File: src/rtl/dspm_pkg.sv
// shared constants and types for the divisor sum of power modulo prime core
// no dependencies
package dspm_pkg;
   localparam int ValueWidth = 26;
   localparam int ModWidth   = 16;
   localparam int TrialLimit = 8192;
   localparam int TrialWidth = 14;
   localparam int ExpWidth   = 32;
   localparam int CountWidth = $clog2(ValueWidth + 1);
   localparam int ReqWidth   = ((2 * ValueWidth + 7) / 8) * 8;
   localparam int RspWidth   = ((ModWidth + 7) / 8) * 8;
   localparam logic [ModWidth-1:0] ModulusReset = 16'd9901;

   typedef enum logic [1:0] {
      OP_MUL,
      OP_DIV
   } op_type;

   typedef struct packed {
      logic                  start;
      op_type                op;
      logic [ExpWidth-1:0]   num;
      logic [ExpWidth-1:0]   mul_b;
      logic [ExpWidth-1:0]   den;
   } arith_req_type;
endpackage

File: src/rtl/dspm_arith.sv
// bit-serial arithmetic unit: shift-add multiply or restoring divide, one bit per cycle
// depends on dspm_pkg
module dspm_arith (
   input  logic                              clock,
   input  logic                              reset,
   input  dspm_pkg::arith_req_type           req,
   output logic                              done,
   output logic [2*dspm_pkg::ExpWidth-1:0]   prod,
   output logic [dspm_pkg::ExpWidth-1:0]     quot,
   output logic [dspm_pkg::ExpWidth-1:0]     rem
);
   localparam int W = dspm_pkg::ExpWidth;

   logic                 busy_ff;
   dspm_pkg::op_type     op_ff;
   logic [5:0]           cnt_ff;
   logic [2*W-1:0]       acc_ff;
   logic [W-1:0]         a_ff;
   logic [W-1:0]         b_ff;
   logic [W-1:0]         rem_ff;
   logic                 done_ff;
   logic [W:0]           trial;
   logic [W-1:0]         rem_sh;

   assign rem_sh = {rem_ff[W-2:0], a_ff[W-1]};
   assign trial  = {1'b0, rem_sh} - {1'b0, b_ff};

   always_ff @(posedge clock) begin
      if (reset) begin
         busy_ff <= 1'b0;
         done_ff <= 1'b0;
         cnt_ff  <= '0;
      end else begin
         done_ff <= 1'b0;
         if (req.start) begin
            busy_ff <= 1'b1;
            op_ff   <= req.op;
            cnt_ff  <= 6'(W);
            a_ff    <= req.num;
            b_ff    <= (req.op == dspm_pkg::OP_MUL) ? req.mul_b : req.den;
            acc_ff  <= '0;
            rem_ff  <= '0;
         end else if (busy_ff) begin
            case (op_ff)
               dspm_pkg::OP_MUL: begin
                  acc_ff <= (acc_ff << 1) + (a_ff[W-1] ? {{W{1'b0}}, b_ff} : '0);
                  a_ff   <= a_ff << 1;
               end
               default: begin
                  if (!trial[W]) begin
                     rem_ff <= trial[W-1:0];
                     a_ff   <= {a_ff[W-2:0], 1'b1};
                  end else begin
                     rem_ff <= rem_sh;
                     a_ff   <= {a_ff[W-2:0], 1'b0};
                  end
               end
            endcase
            cnt_ff <= cnt_ff - 6'd1;
            if (cnt_ff == 6'd1) begin
               busy_ff <= 1'b0;
               done_ff <= 1'b1;
            end
         end
      end
   end

   assign done = done_ff;
   assign prod = acc_ff;
   assign quot = a_ff;
   assign rem  = rem_ff;

   ap_no_start_busy: assert property (@(posedge clock) disable iff (reset)
      busy_ff |-> !req.start) else $error("start while busy");
   ap_done_pulse: assert property (@(posedge clock) disable iff (reset)
      done_ff |=> !done_ff) else $error("done held");
   ap_cnt_busy: assert property (@(posedge clock) disable iff (reset)
      (cnt_ff != 6'd0) |-> busy_ff) else $error("count without busy");
endmodule

File: src/rtl/divisor_sum_of_power_mod_prime_core.sv
// top level: sum of divisors of a^b modulo a prime, digit-serial datapath, depends on
// dspm_pkg and dspm_arith; one 32-bit divide per trial candidate, up to 8191 candidates;
// per prime a divide for v mod m and a multiply for e*b, then two modular powers (31 bits
// for v^(p+1), 16 for the inverse; a fold of p+1 mod m when v mod m is 1), then a multiply
// and reduce into the running product; throughput: one word at a time, the next is accepted
// once the result word has left; synchronous reset restores modulus 9901 and idles the core
module divisor_sum_of_power_mod_prime_core (
   input  logic                          clock,
   input  logic                          reset,
   input  logic                          req_tvalid,
   output logic                          req_tready,
   input  logic [dspm_pkg::ReqWidth-1:0] req_tdata,   // base_value[25:0], power[51:26]
   output logic                          rsp_tvalid,
   input  logic                          rsp_tready,
   output logic [dspm_pkg::RspWidth-1:0] rsp_tdata,   // divisor_sum[15:0]
   input  logic                          csr_valid,
   output logic                          csr_ready,
   input  logic [15:0]                   csr_data
);
   localparam int W  = dspm_pkg::ExpWidth;
   localparam int PW = 2 * dspm_pkg::ExpWidth;
   localparam int MW = dspm_pkg::ModWidth;
   localparam int VW = dspm_pkg::ValueWidth;
   localparam int CW = dspm_pkg::CountWidth;
   localparam int TW = dspm_pkg::TrialWidth + 1;
   localparam int RW = dspm_pkg::RspWidth;
   localparam logic [5:0] FoldSteps   = 6'd32;
   localparam logic [5:0] StepProdDiv = 6'd61;
   localparam logic [5:0] StepProdMul = 6'd62;
   localparam logic [5:0] StepFactor  = 6'd63;

   typedef enum logic [4:0] {
      S_IDLE, S_TDIV, S_TDIV_W, S_DDIV, S_DDIV_W, S_PRIME, S_P1, S_P1_W,
      S_PW_STEP, S_PW_MUL_W, S_PW_MOD_W, S_PW_SQ_W, S_PW_SQM_W, S_PW_END,
      S_FMUL_W, S_FMOD_W, S_OUT, S_VMOD_W
   } state_type;

   typedef enum logic [1:0] { PH_NUM, PH_DEN, PH_FOLD } phase_type;

   state_type            state_ff;
   phase_type            phase_ff;
   logic [MW-1:0]        modulus_ff;
   logic [VW-1:0]        remaining_ff;
   logic [VW-1:0]        power_ff;
   logic [TW-1:0]        trial_ff;
   logic [CW-1:0]        count_ff;
   logic [MW-1:0]        product_ff;
   logic [MW-1:0]        pbase_ff;
   logic [MW-1:0]        pacc_ff;
   logic [W:0]           exp_ff;
   logic [VW-1:0]        prime_ff;
   logic [MW-1:0]        vmod_ff;
   logic [MW-1:0]        num_ff;
   logic                 last_ff;
   logic                 rsp_valid_ff;
   logic [MW-1:0]        rsp_data_ff;
   logic [5:0]           p1_step_ff;
   logic [PW-1:0]        p1_ff;

   dspm_pkg::arith_req_type arith_req_ff;
   dspm_pkg::arith_req_type arith_req_in;
   logic                 ar_done;
   logic [PW-1:0]        ar_prod;
   logic [W-1:0]         ar_quot;
   logic [W-1:0]         ar_rem;

   dspm_arith u_arith (
      .clock(clock), .reset(reset), .req(arith_req_ff), .done(ar_done),
      .prod(ar_prod), .quot(ar_quot), .rem(ar_rem)
   );

   logic [MW-1:0] m1;
   logic [W-1:0]  p1_low;
   logic [MW-1:0] num_val;
   logic [MW-1:0] den_base;
   logic          tdiv_end;
   assign m1 = modulus_ff - MW'(1);
   assign p1_low = p1_ff[W-1:0];
   assign num_val = (pacc_ff == '0) ? m1 : pacc_ff - MW'(1);
   assign den_base = (vmod_ff == '0) ? m1 : vmod_ff - MW'(1);
   assign tdiv_end = (trial_ff > TW'(dspm_pkg::TrialLimit)) || (remaining_ff <= VW'(1));

   assign req_tready = (state_ff == S_IDLE) && !rsp_valid_ff;
   assign csr_ready  = 1'b1;
   assign rsp_tvalid = rsp_valid_ff;
   assign rsp_tdata  = RW'(rsp_data_ff);

   // one-cycle request pulse to the arithmetic unit
   always_comb begin
      arith_req_in = '0;
      case (state_ff)
         S_TDIV: begin
            if (!tdiv_end)
               arith_req_in = '{1'b1, dspm_pkg::OP_DIV, W'(remaining_ff), '0, W'(trial_ff)};
         end
         S_DDIV: begin
            arith_req_in = '{1'b1, dspm_pkg::OP_DIV, W'(remaining_ff), '0, W'(trial_ff)};
         end
         S_PRIME: begin
            arith_req_in = '{1'b1, dspm_pkg::OP_DIV, W'(prime_ff), '0, W'(modulus_ff)};
         end
         S_VMOD_W: begin
            if (ar_done)
               arith_req_in = '{1'b1, dspm_pkg::OP_MUL, W'(count_ff), W'(power_ff), '0};
         end
         S_PW_STEP: begin
            if (exp_ff != '0) begin
               if (exp_ff[0])
                  arith_req_in = '{1'b1, dspm_pkg::OP_MUL, W'(pacc_ff), W'(pbase_ff), '0};
               else
                  arith_req_in = '{1'b1, dspm_pkg::OP_MUL, W'(pbase_ff), W'(pbase_ff), '0};
            end
         end
         S_PW_MUL_W, S_PW_SQ_W, S_FMUL_W: begin
            if (ar_done)
               arith_req_in = '{1'b1, dspm_pkg::OP_DIV, ar_prod[W-1:0], '0, W'(modulus_ff)};
         end
         S_PW_MOD_W: begin
            if (ar_done && phase_ff != PH_FOLD)
               arith_req_in = '{1'b1, dspm_pkg::OP_MUL, W'(pbase_ff), W'(pbase_ff), '0};
         end
         S_PW_END: begin
            case (phase_ff)
               PH_DEN: begin
                  arith_req_in = '{1'b1, dspm_pkg::OP_MUL, W'(num_ff), W'(pacc_ff), '0};
               end
               PH_FOLD: begin
                  if (p1_step_ff == FoldSteps)
                     arith_req_in = '{1'b1, dspm_pkg::OP_MUL, W'(product_ff), W'(pacc_ff), '0};
                  else
                     arith_req_in = '{1'b1, dspm_pkg::OP_DIV,
                                      W'({pacc_ff, 2'b00}) + W'(p1_ff[PW-1:PW-2]), '0,
                                      W'(modulus_ff)};
               end
               default: arith_req_in = '0;
            endcase
         end
         S_FMOD_W: begin
            if (ar_done) begin
               if (p1_step_ff == StepFactor)
                  arith_req_in = '{1'b1, dspm_pkg::OP_MUL, W'(product_ff), W'(ar_rem), '0};
               else if (p1_step_ff == StepProdMul || p1_step_ff == FoldSteps)
                  arith_req_in = '{1'b1, dspm_pkg::OP_DIV, ar_prod[W-1:0], '0,
                                   W'(modulus_ff)};
            end
         end
         default: arith_req_in = '0;
      endcase
   end

   // p+1 = e*b+1 fits the low word; reduce mod m by shifting in 2 bits per pass
   // with a 16-bit residue: r = (r*4 + digit) mod m using the divider
   always_ff @(posedge clock) begin
      if (reset) begin
         state_ff     <= S_IDLE;
         modulus_ff   <= dspm_pkg::ModulusReset;
         rsp_valid_ff <= 1'b0;
         arith_req_ff <= '0;
      end else begin
         arith_req_ff <= arith_req_in;
         if (csr_valid && csr_ready) modulus_ff <= csr_data;
         if (rsp_valid_ff && rsp_tready) rsp_valid_ff <= 1'b0;
         case (state_ff)
            S_IDLE: begin
               if (req_tvalid && req_tready) begin
                  remaining_ff <= req_tdata[VW-1:0];
                  power_ff     <= req_tdata[2*VW-1:VW];
                  trial_ff     <= TW'(2);
                  if (modulus_ff < MW'(2) || req_tdata[VW-1:0] == '0) begin
                     product_ff <= '0;
                     state_ff   <= S_OUT;
                  end else begin
                     product_ff <= MW'(1);
                     state_ff   <= S_TDIV;
                  end
               end
            end
            S_TDIV: begin
               if (tdiv_end) begin
                  if (remaining_ff > VW'(1)) begin
                     prime_ff <= remaining_ff;
                     count_ff <= CW'(1);
                     last_ff  <= 1'b1;
                     state_ff <= S_PRIME;
                  end else begin
                     state_ff <= S_OUT;
                  end
               end else begin
                  state_ff <= S_TDIV_W;
               end
            end
            S_TDIV_W: if (ar_done) begin
               if (ar_rem == '0) begin
                  remaining_ff <= ar_quot[VW-1:0];
                  prime_ff     <= VW'(trial_ff);
                  count_ff     <= CW'(1);
                  last_ff      <= 1'b0;
                  state_ff     <= S_DDIV;
               end else begin
                  trial_ff <= trial_ff + TW'(1);
                  state_ff <= S_TDIV;
               end
            end
            S_DDIV: begin
               state_ff <= S_DDIV_W;
            end
            S_DDIV_W: if (ar_done) begin
               if (ar_rem == '0) begin
                  remaining_ff <= ar_quot[VW-1:0];
                  count_ff     <= count_ff + CW'(1);
                  state_ff     <= S_DDIV;
               end else begin
                  state_ff <= S_PRIME;
               end
            end
            S_PRIME: begin
               state_ff <= S_VMOD_W;
            end
            S_VMOD_W: if (ar_done) begin
               vmod_ff  <= ar_rem[MW-1:0];
               state_ff <= S_P1;
            end
            S_P1: if (ar_done) begin
               p1_ff <= ar_prod + PW'(1);
               exp_ff <= {1'b0, ar_prod[W-1:0] + W'(1)};
               p1_step_ff <= 6'd0;
               state_ff <= S_P1_W;
            end
            S_P1_W: begin
               // high word is zero for in-range fields; keep 33 bits
               exp_ff <= (p1_ff[PW-1:W] != '0) ? {1'b1, p1_low} : {1'b0, p1_low};
               if (vmod_ff == MW'(1)) begin
                  // p1 mod m: fold digit by digit
                  pacc_ff <= '0;
                  p1_step_ff <= 6'd0;
                  phase_ff <= PH_FOLD;
                  state_ff <= S_PW_END;
               end else begin
                  pacc_ff  <= MW'(1);
                  pbase_ff <= vmod_ff;
                  phase_ff <= PH_NUM;
                  state_ff <= S_PW_STEP;
               end
            end
            S_PW_STEP: begin
               if (exp_ff == '0) begin
                  state_ff <= S_PW_END;
               end else if (exp_ff[0]) begin
                  state_ff <= S_PW_MUL_W;
               end else begin
                  state_ff <= S_PW_SQ_W;
               end
            end
            S_PW_MUL_W: if (ar_done) begin
               state_ff <= S_PW_MOD_W;
            end
            S_PW_MOD_W: if (ar_done) begin
               // the fold loop shares this state and returns to its own step
               pacc_ff  <= ar_rem[MW-1:0];
               state_ff <= (phase_ff == PH_FOLD) ? S_PW_END : S_PW_SQ_W;
            end
            S_PW_SQ_W: if (ar_done) begin
               state_ff <= S_PW_SQM_W;
            end
            S_PW_SQM_W: if (ar_done) begin
               pbase_ff <= ar_rem[MW-1:0];
               exp_ff   <= exp_ff >> 1;
               state_ff <= S_PW_STEP;
            end
            S_PW_END: begin
               case (phase_ff)
                  PH_NUM: begin
                     num_ff   <= num_val;
                     pacc_ff  <= MW'(1);
                     pbase_ff <= den_base;
                     exp_ff   <= {1'b0, W'(modulus_ff - MW'(2))};
                     phase_ff <= PH_DEN;
                     state_ff <= S_PW_STEP;
                  end
                  PH_DEN: begin
                     state_ff <= S_FMUL_W;
                  end
                  default: begin
                     // residue = (residue*4 + next 2 bits of p1) mod m, msb first
                     if (p1_step_ff == FoldSteps) begin
                        state_ff <= S_FMOD_W;
                     end else begin
                        p1_ff <= p1_ff << 2;
                        p1_step_ff <= p1_step_ff + 6'd1;
                        state_ff <= S_PW_MOD_W;
                        phase_ff <= PH_FOLD;
                     end
                  end
               endcase
            end
            S_FMUL_W: if (ar_done) begin
               phase_ff <= PH_FOLD;
               p1_step_ff <= StepFactor;
               state_ff <= S_FMOD_W;
            end
            S_FMOD_W: if (ar_done) begin
               if (p1_step_ff == StepFactor) begin
                  // factor ready, now multiply into running product
                  p1_step_ff <= StepProdMul;
               end else if (p1_step_ff == StepProdMul || p1_step_ff == FoldSteps) begin
                  p1_step_ff <= StepProdDiv;
               end else begin
                  product_ff <= ar_rem[MW-1:0];
                  state_ff   <= last_ff ? S_OUT : S_TDIV;
                  if (!last_ff) trial_ff <= trial_ff + TW'(1);
               end
            end
            S_OUT: begin
               if (!rsp_valid_ff) begin
                  rsp_valid_ff <= 1'b1;
                  rsp_data_ff  <= product_ff;
                  state_ff     <= S_IDLE;
               end
            end
            default: state_ff <= S_IDLE;
         endcase
      end
   end

   ap_rsp_hold: assert property (@(posedge clock) disable iff (reset)
      rsp_valid_ff && !rsp_tready |=> rsp_valid_ff && $stable(rsp_data_ff))
      else $error("result dropped");
   ap_busy_no_accept: assert property (@(posedge clock) disable iff (reset)
      (state_ff != S_IDLE) |-> !req_tready) else $error("accept while busy");
   ap_product_range: assert property (@(posedge clock) disable iff (reset)
      rsp_valid_ff && modulus_ff >= MW'(2) |-> rsp_data_ff < modulus_ff)
      else $error("range");
endmodule

File: config.mk
export PLATFORM = sky130hd
export DESIGN_NAME = divisor_sum_of_power_mod_prime_core
export DESIGN_NICKNAME = d
export VERILOG_FILES = /design/src/rtl/dspm_pkg.sv /design/src/rtl/dspm_arith.sv /design/src/rtl/divisor_sum_of_power_mod_prime_core.sv
export SDC_FILE = /design/constraint.sdc
export NUM_CORES = 1
export LEC_CHECK = 0
export ABC_AREA = 1
export BUFFER_PORTS_ARGS = -buffer_cell sky130_fd_sc_hd__buf_2
export CAP_MARGIN = 0
export CORE_ASPECT_RATIO = 1.2
export CORE_MARGIN = 3
export CORE_UTILIZATION = 25
export DETAILED_ROUTE_END_ITERATION = 7
export HOLD_SLACK_MARGIN = 0.03
export RECOVER_POWER = 25
export SLEW_MARGIN = 10
export SYNTH_ARGS = -nofsm -noshare
export SYNTH_HDL_FRONTEND = slang
export SYNTH_SLANG_ARGS = --single-unit
File: constraint.sdc
create_clock -name clock -period 10 [get_ports clock]
set_input_delay 1 -clock clock [delete_from_list [all_inputs] [get_ports clock]]
set_output_delay 1 -clock clock [all_outputs]
set_load 0.01 [all_outputs]
* Word-level counts from Yosys, hierarchy flattened *
Index checks and enable logic that the tools add are counted.

storage, ports and cells
  logic and storage cells = 292
  output and inout bits = 19
  flip-flop bits (word level) = 591

operators by class
  muxes and demuxes = 126
  add/sub/neg operators = 13
  reductions and logical operators = 57
  magnitude comparators = 4
  bitwise gates (word level) = 3
  equality and inequality tests = 56

operator list
  cell                     number
  $pmux W99 S9             1
  $mux W99                 8
  $mux W64                 5
  $mux W32                 7
  $pmux W99 S2             1
  $mux W26                 7
  $mux W16                 10
  $mux W33                 4
  $pmux W33 S4             1
  $pmux W64 S2             1
  $mux W5                  24
  $mux W15                 7
  $pmux W26 S2             2
  $mux W97                 1
  $pmux W16 S3             2
  $pmux W5 S18             1
  $mux W80                 1
  $add A64 B1 Y64 const B  1
  $add A64 B64 Y64         1
  $mux W6                  10
  $sub A16 B1 Y16 const B  3
  $pmux W15 S3             1
  $eq A5 B4 Y1 const B     8
  $ne A2 B2 Y1 const B     17
  other kinds (59)         135

* Depth between registers and ports, before layout *
  depth in word-level cells = 6
  depth in mapped cells = 19

* By module *
Synthesis repeated with hierarchy kept, for this count alone.

unflattened totals
  cells, all modules = 4780
  area total of the unflattened synthesis = 35557.9 µm²

modules (own cells, without submodules)
  module                               area each (µm²)  instances  cells each
  divisor_sum_of_power_mod_prime_core  22142.5          1          2804
  dspm_arith                           13415.4          1          1976

* Worst setup path before layout *
Ideal clock, no wire load.

  path type = input-to-reg
  start point = input reset
  end point = register p1_ff[0] (enable)
  path slack = 4831 ps
  cell stages on the path = 4
  setup time = 507 ps
  data required time = 9493 ps
  arrival = 4662 ps
  buffers on the path = 1
  cell sequence = inv_1 -> clkbuf_1 -> o2111ai_1 -> a21oi_1

on the way
  cells in the longest elaborated chain, start to end = 2

ends and longest elaborated chain
  item                         RTL line                                    text
  start: declaration           divisor_sum_of_power_mod_prime_core.sv:9    input logic reset,
  $not A1 Y1 (no line)         --
  $reduce_and A5 Y1 (no line)  --
  end signal: assignment       divisor_sum_of_power_mod_prime_core.sv:224  p1_ff <= ar_prod + PW'(1);
  end signal: assignment       divisor_sum_of_power_mod_prime_core.sv:288  p1_ff <= p1_ff << 2;
  end: declaration             divisor_sum_of_power_mod_prime_core.sv:58   logic [PW-1:0] p1_ff;

No other way between the ends.
A chain may end at the register's enable or synchronous reset.

* Worst setup path after layout *
  start point = register arith_req_ff[98] in the netlist's numbering
  end point = register u_arith.b_ff[25] (enable)

on the way
  cells in the longest elaborated chain, start to end = 1

ends and longest elaborated chain
  item                         RTL line                                    text
  start: declaration           divisor_sum_of_power_mod_prime_core.sv:60   dspm_pkg::arith_req_type arith_req_ff;
  start signal: assignment     divisor_sum_of_power_mod_prime_core.sv:160  arith_req_ff <= arith_req_in;
  $reduce_and A2 Y1 (no line)  --
  end signal: assignment       dspm_arith.sv:40                            b_ff <= (req.op == dspm_pkg::OP_MUL) ? req.mul_b : req.den;
  end: declaration             dspm_arith.sv:19                            logic [W-1:0] b_ff;

No other way between the ends.

==> run metrics <==
outcome finished with violations; failing checks max-capacitance violations, max-slew violations; reg2reg end u_arith.b_ff[25]; Synth Flop Type edfxtp_1; Post-synth EDFFs 461; asr flop ratio synth 0%; Initial Util 25.3%; PwrDens 161 mW/mm²; Starting DRT DRC Count 2933; fin nets 4839; die height 415 µm; count of unique library cells instantiated by Yosys 62; row count 149; slew margin rel. -155%; Hold EP arith_req_ff[57]; Post-CTS Setup Bufs 0; area grow syn2layout 13.0%; total wire length 139000 µm; DP Wirelength 109000 µm; register-to-register setup slack 3550 ps; Syn Inst Count 4617; die width 347 µm; Pwr Total 6320 µW; Final TNS setup 0 ps; clk_lat worst skew 660 ps; crit start category flop; CTS buffer count 66; Hold Crit Depth 2; vias 31.6k; vias in the first global route 30.6k; R2R cell count 5; initial antenna violation count 2; Worst Clk Skew 28.4 ps; syn_area_per_cell 7.55 µm²; RSZ-0062 raised after global routing false; GRT Util Overall 18.8%; ANT nets after route 0; Clock transition at path regs 60 ps; CTS tree yes; worst r2r src arith_req_ff[98]; core area 0.138 mm²; IO Count 96; static leakage 0.0166 µW; CP Launch Point arith_req_ff[98]; H-tree depth 3; final hold slack 458 ps; Residual DRC 0; Setup Viol. Count Final 0; Req. time, crit path 10310 ps; synth warn 0; Die ar. 0.144 mm²; hold path start power_ff[25]; via/cell ratio 4.83; Max rail drop VDD 0.114 mV; Setup WS pre-CTS 5870 ps; clk buf depth 3; Max-Cap Viols 9; critical path arrival 6750 ps; layout cell share with drive strength beyond 1 6.13%; total global routing overflow 0; Hold-fix buffers, CTS 0; ant diodes 0; Crit Path Category reg2reg; IO buf count 90; Hold Path Class reg2reg; Setup WS post-layout 3550 ps; Slew Viols, Final 445; Filler cells 15.1k; fmax 0.155 GHz; root buffer cell clkbuf_16; #FFs+latches synth 573; PostCTS Resize Cnt 0; part of the cycle the worst path needs 64.5%; largest net degree at the start of global routing 92; Crit Path Max Fanout 61; cell area after synthesis 0.0348 mm²; TritonRoute pass-1 iters 6; element type at the critical path end flop; Final min period 6450 ps; placer congestion estimate 1.00; post-synthesis sequential area ratio 46.2%; drt wl/cell 21.3 µm; post-synth net total 4778; Fin. Hold Viols 0; clk sink count 573; worst-margin pin slew 3820 ps; first-pass GRT wire length 201000 µm
cells by family after synthesis:
| kind of cell | Yosys count | share of synthesized area [%] |
|---|---|---|
| other | 1 | 0.0108 |
| AND/OR/NAND/NOR | 2403 | 28.3 |
| XOR/XNOR | 107 | 2.69 |
| flip-flops | 573 | 46.2 |
| buffers and inverters | 772 | 8.68 |
| multiplexers | 18 | 0.578 |
| adder cells (fa/ha/maj) | 84 | 3.06 |
| AO/OA/AOI/OAI | 659 | 10.5 |
layout make-up:
class | count | area (µm²) | share of cell area [%]
Tap cell | 1812 | 2270 | 5.76
Clock inverter | 27 | 273 | 0.693
Sequential cell | 573 | 16100 | 40.9
Multi-Input combinational cell | 3272 | 15800 | 40.2
Inverter | 642 | 2420 | 6.14
Clock buffer | 92 | 1870 | 4.76
Timing Repair Buffer | 123 | 633 | 1.61
synthesized netlist by cell type (all sizes together) (23+ instances only):
library cell | count | share of area (%)
xor2 | 92 | 2.3
o2111ai | 23 | 0.58
inv | 639 | 6.9
nand2 | 1409 | 15
nor3 | 85 | 1.3
a21oi | 264 | 3.8
nand3 | 212 | 3.1
clkbuf | 69 | 0.74
edfxtp | 461 | 40
nor2 | 595 | 6.7
nand4 | 60 | 1.1
dfxtp | 112 | 6.4
o21ai | 266 | 3.9
ha | 82 | 2.9
buf | 61 | 1.0
o211ai | 30 | 0.65
per-stage QoR:
step	area, µm²	std cells	util [%]
detailed placement	37300	6422	27.0
finish	39400	6541	28.5
global placement	37300	6422	27.0
global route	39400	6541	28.5
CTS	39400	6541	28.6
floorplan	34800	4617	-
cell usage in the layout, fill, tap and decap left out, drive strengths merged, types with 2 or more instances in the layout:
master	count
a21oi	264
mux2	17
xor2	92
dfxtp	112
o21ai	266
a41oi	7
a211oi	5
o21bai	9
o211ai	30
a22oi	7
nand2	1409
nor4	18
or2	9
clkinv	21
nor2	595
o2111ai	23
nand3b	10
edfxtp	461
a21boi	3
xnor2	15
o21a	6
nand4	60
o31ai	3
clkbuf	124
nor3	85
a31oi	18
o22ai	8
buf	91
a221oi	3
o221ai	4
ha	82
fa	2
nand3	212
a221o	2
inv	644
bufinv	3
sequential cells by signal, summed over array words and instances (netlist names), 32 cells and up:
signal / flops
u_arith.prod: 64
p1_ff: 64
exp_ff: 33
arith_req_ff: 82
u_arith.quot: 32
u_arith.b_ff: 32
u_arith.rem: 32
per-layer routing:
layer	part of all wire [%]	track usage [%]
met1	38	21.6
met5	0.015	0
met2	48	31.7
met4	8.5	13.8
met3	5.7	2.78
worst max path at each step:
| stage | slack [ps] | endpoint | cells after the start |
|---|---|---|---|
| final | 3550 | u_arith.b_ff[25] | 5 |
| after global placement | 5890 | u_arith.rem[22] | 17 |
| after detailed placement | 5870 | u_arith.rem[22] | 17 |
| after CTS | 5850 | u_arith.rem[22] | 17 |
| after global routing | 2910 | u_arith.b_ff[26] | 5 |
| after floorplan | 4830 | p1_ff[0] | 4 |
where the power goes:
group          switching (µW)  total, µW  leakage, µW  internal [µW]
Sequential                174       2980      0.00513           2800
Clock                    1060       2460      0.00105           1400
Combinational             654        882       0.0104            228
critical path, stage by stage (launching register included):
cell	delay [ps]
dfxtp_2	310
clkbuf_1	2290
clkinvlp_2	450
clkbuf_1	1480
nor2_2	1070
buf_4	450
(Power assumes the default switching activity.)
